## src/rtl/scta_pkg.sv

```systemverilog
package scta_pkg;

  // ring and queue sizing
  localparam int RING_DEPTH_DEF = 256;
  localparam int OPQ_DEPTH      = 2;
  localparam int OUT_DEPTH      = 4;
  localparam int OUT_AW         = $clog2(OUT_DEPTH);
  localparam int OUT_CW         = $clog2(OUT_DEPTH + 1);

  // configuration register indexes
  localparam logic [1:0] CFG_UP_ARROW    = 2'd0;
  localparam logic [1:0] CFG_DOWN_ARROW  = 2'd1;
  localparam logic [1:0] CFG_LEFT_ARROW  = 2'd2;
  localparam logic [1:0] CFG_RIGHT_ARROW = 2'd3;

  localparam logic [7:0] UP_ARROW_RST    = 8'h80;
  localparam logic [7:0] DOWN_ARROW_RST  = 8'h81;
  localparam logic [7:0] LEFT_ARROW_RST  = 8'h82;
  localparam logic [7:0] RIGHT_ARROW_RST = 8'h83;

  // input function codes
  localparam logic FUNC_SCAN = 1'b0;
  localparam logic FUNC_READ = 1'b1;

  // set 1 scancodes
  localparam logic [7:0] SC_EXT_PREFIX   = 8'hE0;
  localparam logic [7:0] SC_UP           = 8'h48;
  localparam logic [7:0] SC_DOWN         = 8'h50;
  localparam logic [7:0] SC_LEFT         = 8'h4B;
  localparam logic [7:0] SC_RIGHT        = 8'h4D;
  localparam logic [7:0] SC_LSHIFT_MAKE  = 8'h2A;
  localparam logic [7:0] SC_RSHIFT_MAKE  = 8'h36;
  localparam logic [7:0] SC_LSHIFT_BREAK = 8'hAA;
  localparam logic [7:0] SC_RSHIFT_BREAK = 8'hB6;

  localparam int TABLE_LEN = 58;

  localparam logic [7:0] PLAIN_MAP [TABLE_LEN] = '{
    8'h00, 8'h1B, 8'h31, 8'h32, 8'h33, 8'h34, 8'h35, 8'h36, 8'h37, 8'h38, 8'h39, 8'h30,
    8'h2D, 8'h3D, 8'h08, 8'h09, 8'h71, 8'h77, 8'h65, 8'h72, 8'h74, 8'h79, 8'h75, 8'h69,
    8'h6F, 8'h70, 8'h5B, 8'h5D, 8'h0A, 8'h00, 8'h61, 8'h73, 8'h64, 8'h66, 8'h67, 8'h68,
    8'h6A, 8'h6B, 8'h6C, 8'h3B, 8'h27, 8'h60, 8'h00, 8'h5C, 8'h7A, 8'h78, 8'h63, 8'h76,
    8'h62, 8'h6E, 8'h6D, 8'h2C, 8'h2E, 8'h2F, 8'h00, 8'h2A, 8'h00, 8'h20
  };

  localparam logic [7:0] SHIFTED_MAP [TABLE_LEN] = '{
    8'h00, 8'h1B, 8'h21, 8'h40, 8'h23, 8'h24, 8'h25, 8'h5E, 8'h26, 8'h2A, 8'h28, 8'h29,
    8'h5F, 8'h2B, 8'h08, 8'h09, 8'h51, 8'h57, 8'h45, 8'h52, 8'h54, 8'h59, 8'h55, 8'h49,
    8'h4F, 8'h50, 8'h7B, 8'h7D, 8'h0A, 8'h00, 8'h41, 8'h53, 8'h44, 8'h46, 8'h47, 8'h48,
    8'h4A, 8'h4B, 8'h4C, 8'h3A, 8'h22, 8'h60, 8'h00, 8'h5C, 8'h5A, 8'h58, 8'h43, 8'h56,
    8'h42, 8'h4E, 8'h4D, 8'h3C, 8'h3E, 8'h3F, 8'h00, 8'h2A, 8'h00, 8'h20
  };

  // operation passed from the decoder to the ring side
  typedef struct packed {
    logic       is_read;
    logic [7:0] ch;
  } scta_op_t;

endpackage

```

## src/rtl/scancode_to_ascii_key_fifo_unit.sv

```systemverilog
// a read goes through the op queue and ring read register before out_empty falls
// throughput: one item per cycle, reads and scancodes alike; only a full result
// queue (consumer not popping) holds back reads, and that backs up to in_full
// the ring is one write port and one registered read port, one access per cycle
// reset (rst_n low, synchronous): flags, pointers and queues clear, arrow codes
// return to 0x80..0x83; ring contents are not cleared and need no clearing pass
module scancode_to_ascii_key_fifo_unit #(
  parameter int RING_DEPTH = scta_pkg::RING_DEPTH_DEF
) (
  input  logic       clk,
  input  logic       rst_n,
  // input channel, queue style
  input  logic       in_push,
  output logic       in_full,
  input  logic       in_func,
  input  logic [7:0] in_scan_byte,
  // result channel, queue style
  output logic       out_empty,
  input  logic       out_pop,
  output logic [7:0] out_char_out,
  output logic       out_was_empty,
  // configuration writes
  input  logic       cfg_we,
  input  logic [1:0] cfg_index,
  input  logic [7:0] cfg_data
);
  import scta_pkg::*;

  // front to queue
  logic     fr_push;
  scta_op_t fr_op;
  logic     opq_full;

  // queue to back
  logic     opq_valid;
  scta_op_t opq_head;
  logic     bk_pop;

  // front: takes each transaction, tracks shift and extended prefix, maps
  // scancodes to characters and emits a write or read operation
  scta_front u_front (
    .clk          (clk),
    .rst_n        (rst_n),
    .in_push      (in_push),
    .in_full      (in_full),
    .in_func      (in_func),
    .in_scan_byte (in_scan_byte),
    .cfg_we       (cfg_we),
    .cfg_index    (cfg_index),
    .cfg_data     (cfg_data),
    .opq_full     (opq_full),
    .op_push      (fr_push),
    .op           (fr_op)
  );

  // short operation queue decoupling decode from the ring
  scta_opq u_opq (
    .clk     (clk),
    .rst_n   (rst_n),
    .push    (fr_push),
    .push_op (fr_op),
    .full    (opq_full),
    .valid   (opq_valid),
    .head_op (opq_head),
    .pop     (bk_pop)
  );

  // back: character ring plus result queue; a full ring wraps and looks empty
  scta_back #(
    .RING_DEPTH (RING_DEPTH)
  ) u_back (
    .clk           (clk),
    .rst_n         (rst_n),
    .op_valid      (opq_valid),
    .op            (opq_head),
    .op_pop        (bk_pop),
    .out_empty     (out_empty),
    .out_pop       (out_pop),
    .out_char_out  (out_char_out),
    .out_was_empty (out_was_empty)
  );

endmodule

```

## src/rtl/scta_front.sv

```systemverilog
module scta_front (
  input  logic              clk,
  input  logic              rst_n,
  input  logic              in_push,
  output logic              in_full,
  input  logic              in_func,
  input  logic [7:0]        in_scan_byte,
  input  logic              cfg_we,
  input  logic [1:0]        cfg_index,
  input  logic [7:0]        cfg_data,
  input  logic              opq_full,
  output logic              op_push,
  output scta_pkg::scta_op_t op
);
  import scta_pkg::*;

  logic [7:0] up_code_r, down_code_r, left_code_r, right_code_r;
  logic       shift_r, shift_nxt;
  logic       ext_r, ext_nxt;
  logic       accept;
  logic [7:0] map_ch;

  assign in_full = opq_full;
  assign accept  = in_push && !opq_full;

  always_comb begin
    map_ch = 8'h00;
    if (in_scan_byte < 8'(TABLE_LEN)) begin
      map_ch = shift_r ? SHIFTED_MAP[in_scan_byte[5:0]] : PLAIN_MAP[in_scan_byte[5:0]];
    end
  end

  // classify one item
  always_comb begin
    shift_nxt  = shift_r;
    ext_nxt    = ext_r;
    op_push    = 1'b0;
    op.is_read = 1'b0;
    op.ch      = 8'h00;
    if (accept) begin
      if (in_func == FUNC_READ) begin
        op_push    = 1'b1;
        op.is_read = 1'b1;
      end else if (in_scan_byte == SC_EXT_PREFIX) begin
        ext_nxt = 1'b1;
      end else if (ext_r) begin
        ext_nxt = 1'b0;
        unique case (in_scan_byte)
          SC_UP: begin
            op_push = 1'b1;
            op.ch   = up_code_r;
          end
          SC_DOWN: begin
            op_push = 1'b1;
            op.ch   = down_code_r;
          end
          SC_LEFT: begin
            op_push = 1'b1;
            op.ch   = left_code_r;
          end
          SC_RIGHT: begin
            op_push = 1'b1;
            op.ch   = right_code_r;
          end
          default: begin
            op_push = 1'b0;
          end
        endcase
      end else if (in_scan_byte == SC_LSHIFT_MAKE || in_scan_byte == SC_RSHIFT_MAKE) begin
        shift_nxt = 1'b1;
      end else if (in_scan_byte == SC_LSHIFT_BREAK || in_scan_byte == SC_RSHIFT_BREAK) begin
        shift_nxt = 1'b0;
      end else if (!in_scan_byte[7]) begin
        op_push = (map_ch != 8'h00);
        op.ch   = map_ch;
      end
    end
  end

  always_ff @(posedge clk) begin
    if (!rst_n) begin
      shift_r      <= 1'b0;
      ext_r        <= 1'b0;
      up_code_r    <= UP_ARROW_RST;
      down_code_r  <= DOWN_ARROW_RST;
      left_code_r  <= LEFT_ARROW_RST;
      right_code_r <= RIGHT_ARROW_RST;
    end else begin
      shift_r <= shift_nxt;
      ext_r   <= ext_nxt;
      if (cfg_we) begin
        unique case (cfg_index)
          CFG_UP_ARROW:    up_code_r    <= cfg_data;
          CFG_DOWN_ARROW:  down_code_r  <= cfg_data;
          CFG_LEFT_ARROW:  left_code_r  <= cfg_data;
          CFG_RIGHT_ARROW: right_code_r <= cfg_data;
          default:         up_code_r    <= up_code_r;
        endcase
      end
    end
  end

endmodule

```

## src/rtl/scta_opq.sv

```systemverilog
module scta_opq (
  input  logic               clk,
  input  logic               rst_n,
  input  logic               push,
  input  scta_pkg::scta_op_t push_op,
  output logic               full,
  output logic               valid,
  output scta_pkg::scta_op_t head_op,
  input  logic               pop
);
  import scta_pkg::*;

  localparam int AW = $clog2(OPQ_DEPTH);
  localparam int CW = $clog2(OPQ_DEPTH + 1);

  scta_op_t       slot_r [OPQ_DEPTH];
  logic [AW-1:0]  wptr_r, rptr_r;
  logic [CW-1:0]  cnt_r, cnt_nxt;
  logic           do_push, do_pop;

  assign full    = (cnt_r == CW'(OPQ_DEPTH));
  assign valid   = (cnt_r != '0);
  assign head_op = slot_r[rptr_r];
  assign do_push = push && !full;
  assign do_pop  = pop && valid;

  always_comb begin
    cnt_nxt = cnt_r;
    if (do_push && !do_pop) begin
      cnt_nxt = cnt_r + 1'b1;
    end else if (do_pop && !do_push) begin
      cnt_nxt = cnt_r - 1'b1;
    end
  end

  always_ff @(posedge clk) begin
    if (!rst_n) begin
      wptr_r <= '0;
      rptr_r <= '0;
      cnt_r  <= '0;
    end else begin
      cnt_r <= cnt_nxt;
      if (do_push) begin
        wptr_r <= (wptr_r == AW'(OPQ_DEPTH - 1)) ? '0 : wptr_r + 1'b1;
      end
      if (do_pop) begin
        rptr_r <= (rptr_r == AW'(OPQ_DEPTH - 1)) ? '0 : rptr_r + 1'b1;
      end
    end
  end

  always_ff @(posedge clk) begin
    if (do_push) begin
      slot_r[wptr_r] <= push_op;
    end
  end

endmodule

```

## src/rtl/scta_back.sv

```systemverilog
module scta_back #(
  parameter int RING_DEPTH = scta_pkg::RING_DEPTH_DEF
) (
  input  logic               clk,
  input  logic               rst_n,
  input  logic               op_valid,
  input  scta_pkg::scta_op_t op,
  output logic               op_pop,
  output logic               out_empty,
  input  logic               out_pop,
  output logic [7:0]         out_char_out,
  output logic               out_was_empty
);
  import scta_pkg::*;

  localparam int AW = $clog2(RING_DEPTH);

  logic [7:0]        ring_mem [RING_DEPTH];
  logic [AW-1:0]     wptr_r, rptr_r;
  logic [7:0]        rd_data_r;
  logic              s2_valid_r, s2_empty_r;
  logic              ring_empty, out_room, issue, issue_read, issue_write, mem_rd;

  logic [8:0]        oq_r [OUT_DEPTH];
  logic [OUT_AW-1:0] oq_wptr_r, oq_rptr_r;
  logic [OUT_CW-1:0] oq_cnt_r, oq_cnt_nxt;
  logic [OUT_CW:0]   oq_used;
  logic              oq_push, oq_pop;
  logic [8:0]        oq_head;

  // slots already promised to the output queue, including the one in flight
  assign oq_used     = {1'b0, oq_cnt_r} + (OUT_CW + 1)'(s2_valid_r);
  assign out_room    = (oq_used < (OUT_CW + 1)'(OUT_DEPTH));
  assign ring_empty  = (rptr_r == wptr_r);
  assign issue       = op_valid && (!op.is_read || out_room);
  assign issue_read  = issue && op.is_read;
  assign issue_write = issue && !op.is_read;
  assign mem_rd      = issue_read && !ring_empty;
  assign op_pop      = issue;

  always_ff @(posedge clk) begin
    if (issue_write) begin
      ring_mem[wptr_r] <= op.ch;
    end
    if (mem_rd) begin
      rd_data_r <= ring_mem[rptr_r];
    end
  end

  always_ff @(posedge clk) begin
    if (!rst_n) begin
      wptr_r     <= '0;
      rptr_r     <= '0;
      s2_valid_r <= 1'b0;
      s2_empty_r <= 1'b0;
    end else begin
      s2_valid_r <= issue_read;
      s2_empty_r <= issue_read && ring_empty;
      if (issue_write) begin
        wptr_r <= (wptr_r == AW'(RING_DEPTH - 1)) ? '0 : wptr_r + 1'b1;
      end
      if (mem_rd) begin
        rptr_r <= (rptr_r == AW'(RING_DEPTH - 1)) ? '0 : rptr_r + 1'b1;
      end
    end
  end

  // result queue
  assign oq_push       = s2_valid_r;
  assign oq_pop        = out_pop && !out_empty;
  assign out_empty     = (oq_cnt_r == '0);
  assign oq_head       = oq_r[oq_rptr_r];
  assign out_char_out  = oq_head[7:0];
  assign out_was_empty = oq_head[8];

  always_comb begin
    oq_cnt_nxt = oq_cnt_r;
    if (oq_push && !oq_pop) begin
      oq_cnt_nxt = oq_cnt_r + 1'b1;
    end else if (oq_pop && !oq_push) begin
      oq_cnt_nxt = oq_cnt_r - 1'b1;
    end
  end

  always_ff @(posedge clk) begin
    if (!rst_n) begin
      oq_wptr_r <= '0;
      oq_rptr_r <= '0;
      oq_cnt_r  <= '0;
    end else begin
      oq_cnt_r <= oq_cnt_nxt;
      if (oq_push) begin
        oq_wptr_r <= oq_wptr_r + 1'b1;
      end
      if (oq_pop) begin
        oq_rptr_r <= oq_rptr_r + 1'b1;
      end
    end
  end

  always_ff @(posedge clk) begin
    if (oq_push) begin
      oq_r[oq_wptr_r] <= s2_empty_r ? 9'h100 : {1'b0, rd_data_r};
    end
  end

`ifndef SYNTHESIS
  a_oq_no_overflow: assert property (@(posedge clk) disable iff (!rst_n)
    oq_used <= (OUT_CW + 1)'(OUT_DEPTH))
    else $error("result queue overcommitted");

  a_read_gives_result: assert property (@(posedge clk) disable iff (!rst_n)
    issue_read |=> s2_valid_r)
    else $error("issued read produced no result");

  a_empty_read_flag: assert property (@(posedge clk) disable iff (!rst_n)
    (issue_read && ring_empty) |=> (s2_empty_r && $stable(rptr_r)))
    else $error("read of empty ring not flagged");

  a_write_no_result: assert property (@(posedge clk) disable iff (!rst_n)
    (op_valid && !op.is_read) |=> !s2_valid_r)
    else $error("character write produced a result");
`endif

endmodule
```

## config.mk

```make
export PLATFORM = sky130hd
export DESIGN_NAME = scancode_to_ascii_key_fifo_unit
export DESIGN_NICKNAME = d
export VERILOG_FILES = /design/src/rtl/scta_pkg.sv /design/src/rtl/scancode_to_ascii_key_fifo_unit.sv /design/src/rtl/scta_front.sv /design/src/rtl/scta_opq.sv /design/src/rtl/scta_back.sv
export SDC_FILE = /design/constraint.sdc
export NUM_CORES = 2
export LEC_CHECK = 0
export ABC_AREA = 1
export BUFFER_PORTS_ARGS = -buffer_cell sky130_fd_sc_hd__buf_2
export CORE_MARGIN = 2
export CORE_UTILIZATION = 60
export DETAILED_ROUTE_END_ITERATION = 8
export PLACE_DENSITY = 0.76
export SETUP_SLACK_MARGIN = 0.05
export SLEW_MARGIN = 30
export SYNTH_ARGS = -nofsm -noshare
export SYNTH_HDL_FRONTEND = slang
export SYNTH_SLANG_ARGS = --single-unit
```

## constraint.sdc

```tcl
create_clock -name clk -period 5.15 [get_ports clk]
set_input_delay 0.515 -clock clk [delete_from_list [all_inputs] [get_ports clk]]
set_output_delay 0.515 -clock clk [all_outputs]
set_load 0.01 [all_outputs]
```

# [Word level (Yosys, flattened, before mapping)]
# Memory sizes are Yosys's and may differ from the RTL's. A register that Yosys moved wholly into a read port is not among the register bits.
# Index checks and enable logic that the tools add are counted.
[op_classes] n_addsub=11 multipliers=0 n_div=0 order_cmp=3 n_eq_ne=16 shift=0 mux=45 bitwise=4 n_reduce_logical=38
[ops] op="$mux W8" n=14
[ops] op="$eq A8 B8 Y1 const B" n=5
[ops] op="$eq A8 B7 Y1 const B" n=4
[ops] op="$pmux W8 S4" n=1
[ops] op="$mux W1" n=22
[ops] op="$mux W9" n=2
[ops] op="$add A8 B1 Y8 const B" n=2
[ops] op="$eq A8 B6 Y1 const B" n=2
[ops] op="$logic_and A1 B1 Y1" n=13
[ops] op="$reduce_and A2 Y1" n=5
[ops] op="$eq A8 B8 Y1" n=1
[ops] op="$logic_not A1 Y1" n=8
[ops] op="$lt A8 B6 Y1 const B" n=1
[ops] op="$mux W2" n=4
[ops] op="$reduce_bool A2 Y1" n=4
[ops] op="$reduce_bool A8 Y1" n=1
[ops] op="$ge A7 B7 Y1 const B" n=1
[ops] op="$not A6 Y7" n=1
[ops] op="$add A2 B1 Y2 const B" n=3
[ops] op="$eq A2 B2 Y1 const B" n=3
[ops] op="$mux W3" n=2
[ops] op="$reduce_and A5 Y1" n=1
[ops] op="$add A3 B1 Y4" n=1
[ops] op="$lt A4 B3 Y1 const B" n=1
[ops] op="10 further kinds" n=15
[word_totals] reg_bits=63 latchBits=0 ram_bits=2102 mem_bits_ro=1024 in_bits=24 mem_count=5
[memory_table] memory="u_back.ring_mem" depth=256 width=8 rd=1 rd_ports_with_merged_regs=1 write_ports=1 line="scta_back.sv:18" source="logic [7:0] ring_mem [RING_DEPTH];"
[memory_table] memory="(no name shown)" depth=64 width=8 rd=1 rd_ports_with_merged_regs=0 write_ports=0 line="scta_front.sv:29" source="map_ch = shift_r ? SHIFTED_MAP[in_scan_byte[5:0]] : PLAIN_MAP[in_scan_byte[5:0]];"
[memory_table] memory="(no name shown)" depth=64 width=8 rd=1 rd_ports_with_merged_regs=0 write_ports=0 line="scta_front.sv:29"
[memory_table] memory="u_back.oq_r" depth=4 width=9 rd=1 rd_ports_with_merged_regs=1 write_ports=1 line="scta_back.sv:24" source="logic [8:0] oq_r [OUT_DEPTH];"
[memory_table] memory="u_opq.slot_r" depth=2 width=9 rd=1 rd_ports_with_merged_regs=1 write_ports=1 line="scta_opq.sv:16" source="scta_op_t slot_r [OPQ_DEPTH];"

# [Longest topological paths before layout]
[logic_depth] ltp_word=19 depth_mapped=22 depth_no_buf=22

# [By module]
# From an unflattened synthesis, not the netlist that was laid out.
[unflattened] cells_unflattened=8810 hier_area_um2=92910.4
[modules_own_cells] module="scta_back" instances=1 cells_per_inst=8275 area_per_inst_um2=89189.3 seq_area_each_um2=63360.8
[modules_own_cells] module="scta_front" instances=1 cells_per_inst=470 area_per_inst_um2=2825.2 seq_area_each_um2=680.7
[modules_own_cells] module="scta_opq" instances=1 cells_per_inst=65 area_per_inst_um2=895.9 seq_area_each_um2=640.6

# [Least setup slack after synthesis]
# No wires, ideal clock.
[synth_path] kind="reg2reg" start="register (tool-made name)" end="memory u_back.ring_mem[0][0], data pin" arrival_time_ns=3.623 t_required_ns=4.326 slack_ns=0.703 path_stages_with_launch=5 synth_period_minus_slack_ns=4.447 path_cell_list="dfxtp_1 -> buf_4 -> inv_2 -> nand2_1 -> nand2_1"
[synth_lines] item="end: declaration" line="scta_back.sv:18"

==> impl_metrics.csv <==
group,metric,value,unit
status,status,"finished clean",
floorplanning,start_util,60.26,%
sta,maxSlewViolCount,0,
placed_design,dp_hpwl,128700,µm
cts,clock_latency,0.85,ns
worst_setup_path,endpoint_kind,"flip-flop",
final_layout,design_area,0.09610,mm²
cts,cts_tree,"yes",
global_route,grt_pass1_wl,343700,µm
worst_setup_path,slowest_delay,0.79,ns
cts,cts_resized,0,
sta,min_period,3.912,ns
worst_setup_path,startpoint_type,"flip-flop",
cts,h-tree-depth,4,
routing,wl_per_cell,26.13,µm
worst_setup_path,worstPathRequired,5.60,ns
worst_setup_path,slowest_stage,"nand3_2",
synth,yosysTopAreaCell,"edfxtp_1",
power_and_ir_drop,peakVddDrop,0.4239,mV
synth,postSynth.asyncResetShare,0,%
synth,synth_edf_count,2110,
global_route,grt_usage,30.70,%
global_route,grt_max_degree,188,
final_layout,fin_util,66.18,%
cts,root_buffer,"clkbuf_16",
synth,synth_area_per_cell,12.71,µm²
routing,drc,0,
routing,drt_pass1_iterations,9,
synth,yosys_most_used_dff,"edfxtp_1",
routing,drtIter0Drc,9616,
final_layout,layout_commonest_cell,"edfxtp_1",
floorplanning,core,0.1452,mm²
cts,path_clk_slew,0.06,ns
power_and_ir_drop,power_density,489.4,mW/mm²
routing,routed-via-count,58500,
routing,wirelength,231500,µm
synth,synth_top_area_share,72.40,%
synth,postSynthCellCount,6883,
final_layout,drive_gt1_share,7.508,%
power_and_ir_drop,p_leak,31.22,nW
synth,synth_fp_nets,6933,
final_layout,areaGrowthSynthToFinish,9.816,%
global_route,grt_overflow,0,
floorplanning,die_w,385.9,µm
min_path,hold_start,"out_pop",
sta,fin_worst_skew,0.02993,ns
sta,setup_violations,0,
sta,rsz0062_at_grt,"false",
placed_design,pre_cts_slack,1.282,ns
sta,maxSlewHeadroom,31.47,%
synth,syn-cell-area,0.08751,mm²
placed_design,placed_cell_area,0.08907,mm²
final_layout,final_cell_mix,"edfxtp_1 (2110), nor2_1 (1417), o21ai_0 (1091), nand2_1 (409), o22ai_1 (314)",
cts,cts_num_sinks,2176,
sta,worst_slack,1.238,ns
cts,ctsLongestPathBuffers,3,
synth,ys_seq_area_share,73.91,%
synth,synth_warnings,0,
cts,numCtsBuffers,206,
global_route,antenna_found_initial,1,
placed_design,gp_congestion,0.9047,
worst_setup_path,worstPathCellList,"inv_2 -> nand2_1 -> nand2_2 -> a21oi_4 -> buf_4 -> inv_2 -> nor2_2 -> nand3_2 -> buf_4 -> nor2_1",
flow_run,maxCapViolations,0,
min_path,holdPathStages,4,
sta,worst_slew_pin_slew,1.025,ns
worst_setup_path,r2r_cells,10,
sta,fin_crit_sh,75.96,%
sta,fin_tns_setup,0,ns
worst_setup_path,crit_family,"simple AND/OR/NAND/NOR gates",
cts,post_cts_buffers,0,
floorplanning,num_rows,140,
sta,finalHoldViolations,0,
min_path,hp-class,"in2reg",
sta,max_freq,255.6,MHz
worst_setup_path,arrival,4.36,ns
worst_setup_path,cp_max_fo,18,
synth,netlist-cell-type-count,50,
synth,synth.area.top_cells,"edfxtp_1 (72%), o21ai_0 (6.2%), nor2_1 (6.1%)",
floorplanning,fp.dieH,385.9,µm
worst_setup_path,critPathKind,"reg2reg",
worst_setup_path,regToRegEndpoint,"u_back.ring_mem[167][5]",
final_layout,fillCellCount,9829,
worst_setup_path,worst-path-buf-inv,4,
global_route,grt_pass1_vias,55360,
floorplanning,die_area,0.1489,mm²
final_layout,final_nets,6814,
routing,vias_per_cell,6.603,
synth,ys_seq_elements,2176,
placed_design,portBuffers,34,
worst_setup_path,r2r_slack,1.24,ns
floorplanning,io_pins,35,
routing,ant_nets,0,
flip-flops by register name (all words and copies together) (netlist names), 2 cells and up, named ones only:
| name | flops |
|---|---|
| u_back.oq_rptr_r | 2 |
| u_back.oq_r | 36 |
| u_opq.slot_r | 18 |
| u_front.right_code_r | 8 |
| u_front.down_code_r | 8 |
| u_back.ring_mem | 2048 |
| u_front.left_code_r | 8 |
| u_back.wptr_r | 8 |
| u_front.up_code_r | 8 |
| u_back.oq_wptr_r | 2 |
| u_back.oq_cnt_r | 3 |
| u_opq.cnt_r | 2 |
| u_back.rd_data_r | 8 |
| u_back.rptr_r | 8 |
where the power goes:
part / total [mW] / switching (mW) / internal, mW
registers: 21.6 / 0.161 / 21.4
logic: 10.0 / 7.70 / 2.30
clock network: 15.5 / 6.56 / 8.91
total: 47.0 / 14.4 / 32.6
synthesized netlist by cell type (66+ instances only):
cell type and instances:
edfxtp_1 2110, nor2_1 1421, o21ai_0 1091, nand2_1 417, o22ai_1 314, nand3_1 303
clkbuf_1 254, o221ai_1 188, buf_2 152, a21oi_1 132, inv_1 99, o211ai_1 72
dfxtp_1 66
layout make-up:
cell class / instances / area [µm²] / area share (%)
Inverter: 114 / 465.4 / 0.4843
Tap cell: 1917 / 2399 / 2.496
Timing Repair Buffer: 166 / 1582 / 1.646
Multi-Input combinational cell: 4100 / 20060 / 20.87
Clock inverter: 139 / 1490 / 1.551
Sequential cell: 2176 / 64690 / 67.32
Clock buffer: 244 / 5404 / 5.623
Antenna cell: 3 / 7.507 / 0.007812
metrics by stage:
step	power, mW	hold WS (ns)	instances
6_report	47.03	0.08472	8859
5_1_grt	48.49	0.09870	8856
4_1_cts	46.82	0.03348	8855
3_5_place_dp	31.62	0.4471	8462
3_3_place_gp	31.29	0.4365	8462
2_1_floorplan	28.62	0.4258	6883
metal layers:
metal  global-route usage, %  wire length (µm)
met1                   42.02             85880
met2                   47.38            107500
met3                   6.310             26590
met4                   15.02             11430
met5                       0                46
kinds of logic (layout without fill, tap and decap cells):
kind of cell	Yosys count	after routing	synth area share [%]
flops	2176	2176	73.91
compound gates	1857	1857	12.23
fa+ha+maj	26	26	0.3803
other cells	0	3	0
simple gates	2208	2208	10.11
xor+xnor	9	9	0.09008
buf+inv	607	663	3.274
worst min-delay path: cells and delay by family:
family	cells	cell delay, ns
AO/OA/AOI/OAI	2	0.17
buffers and inverters	2	0.18
repair_timing:
action                                 4_1_cts  5_1_grt
hold buffers                                10        0
setup endpoints to repair                    0        0
endpoints found under the hold margin       32        0
how the worst max path moves through the flow:
stage / cells past startpoint / start / endpoint
6_report: 10 / flip-flop / u_back.ring_mem[167][5]
5_1_grt: 10 / flip-flop / u_back.ring_mem[167][1]
4_1_cts: 10 / flip-flop / u_back.ring_mem[167][5]
3_5_place_dp: 10 / flip-flop / u_back.ring_mem[167][5]
3_3_place_gp: 22 / in_scan_byte[1] / u_opq.cnt_r[1]
2_1_floorplan: 4 / flip-flop / u_back.ring_mem[0][0]
Note: power is estimated with default switching activity, not from simulation.
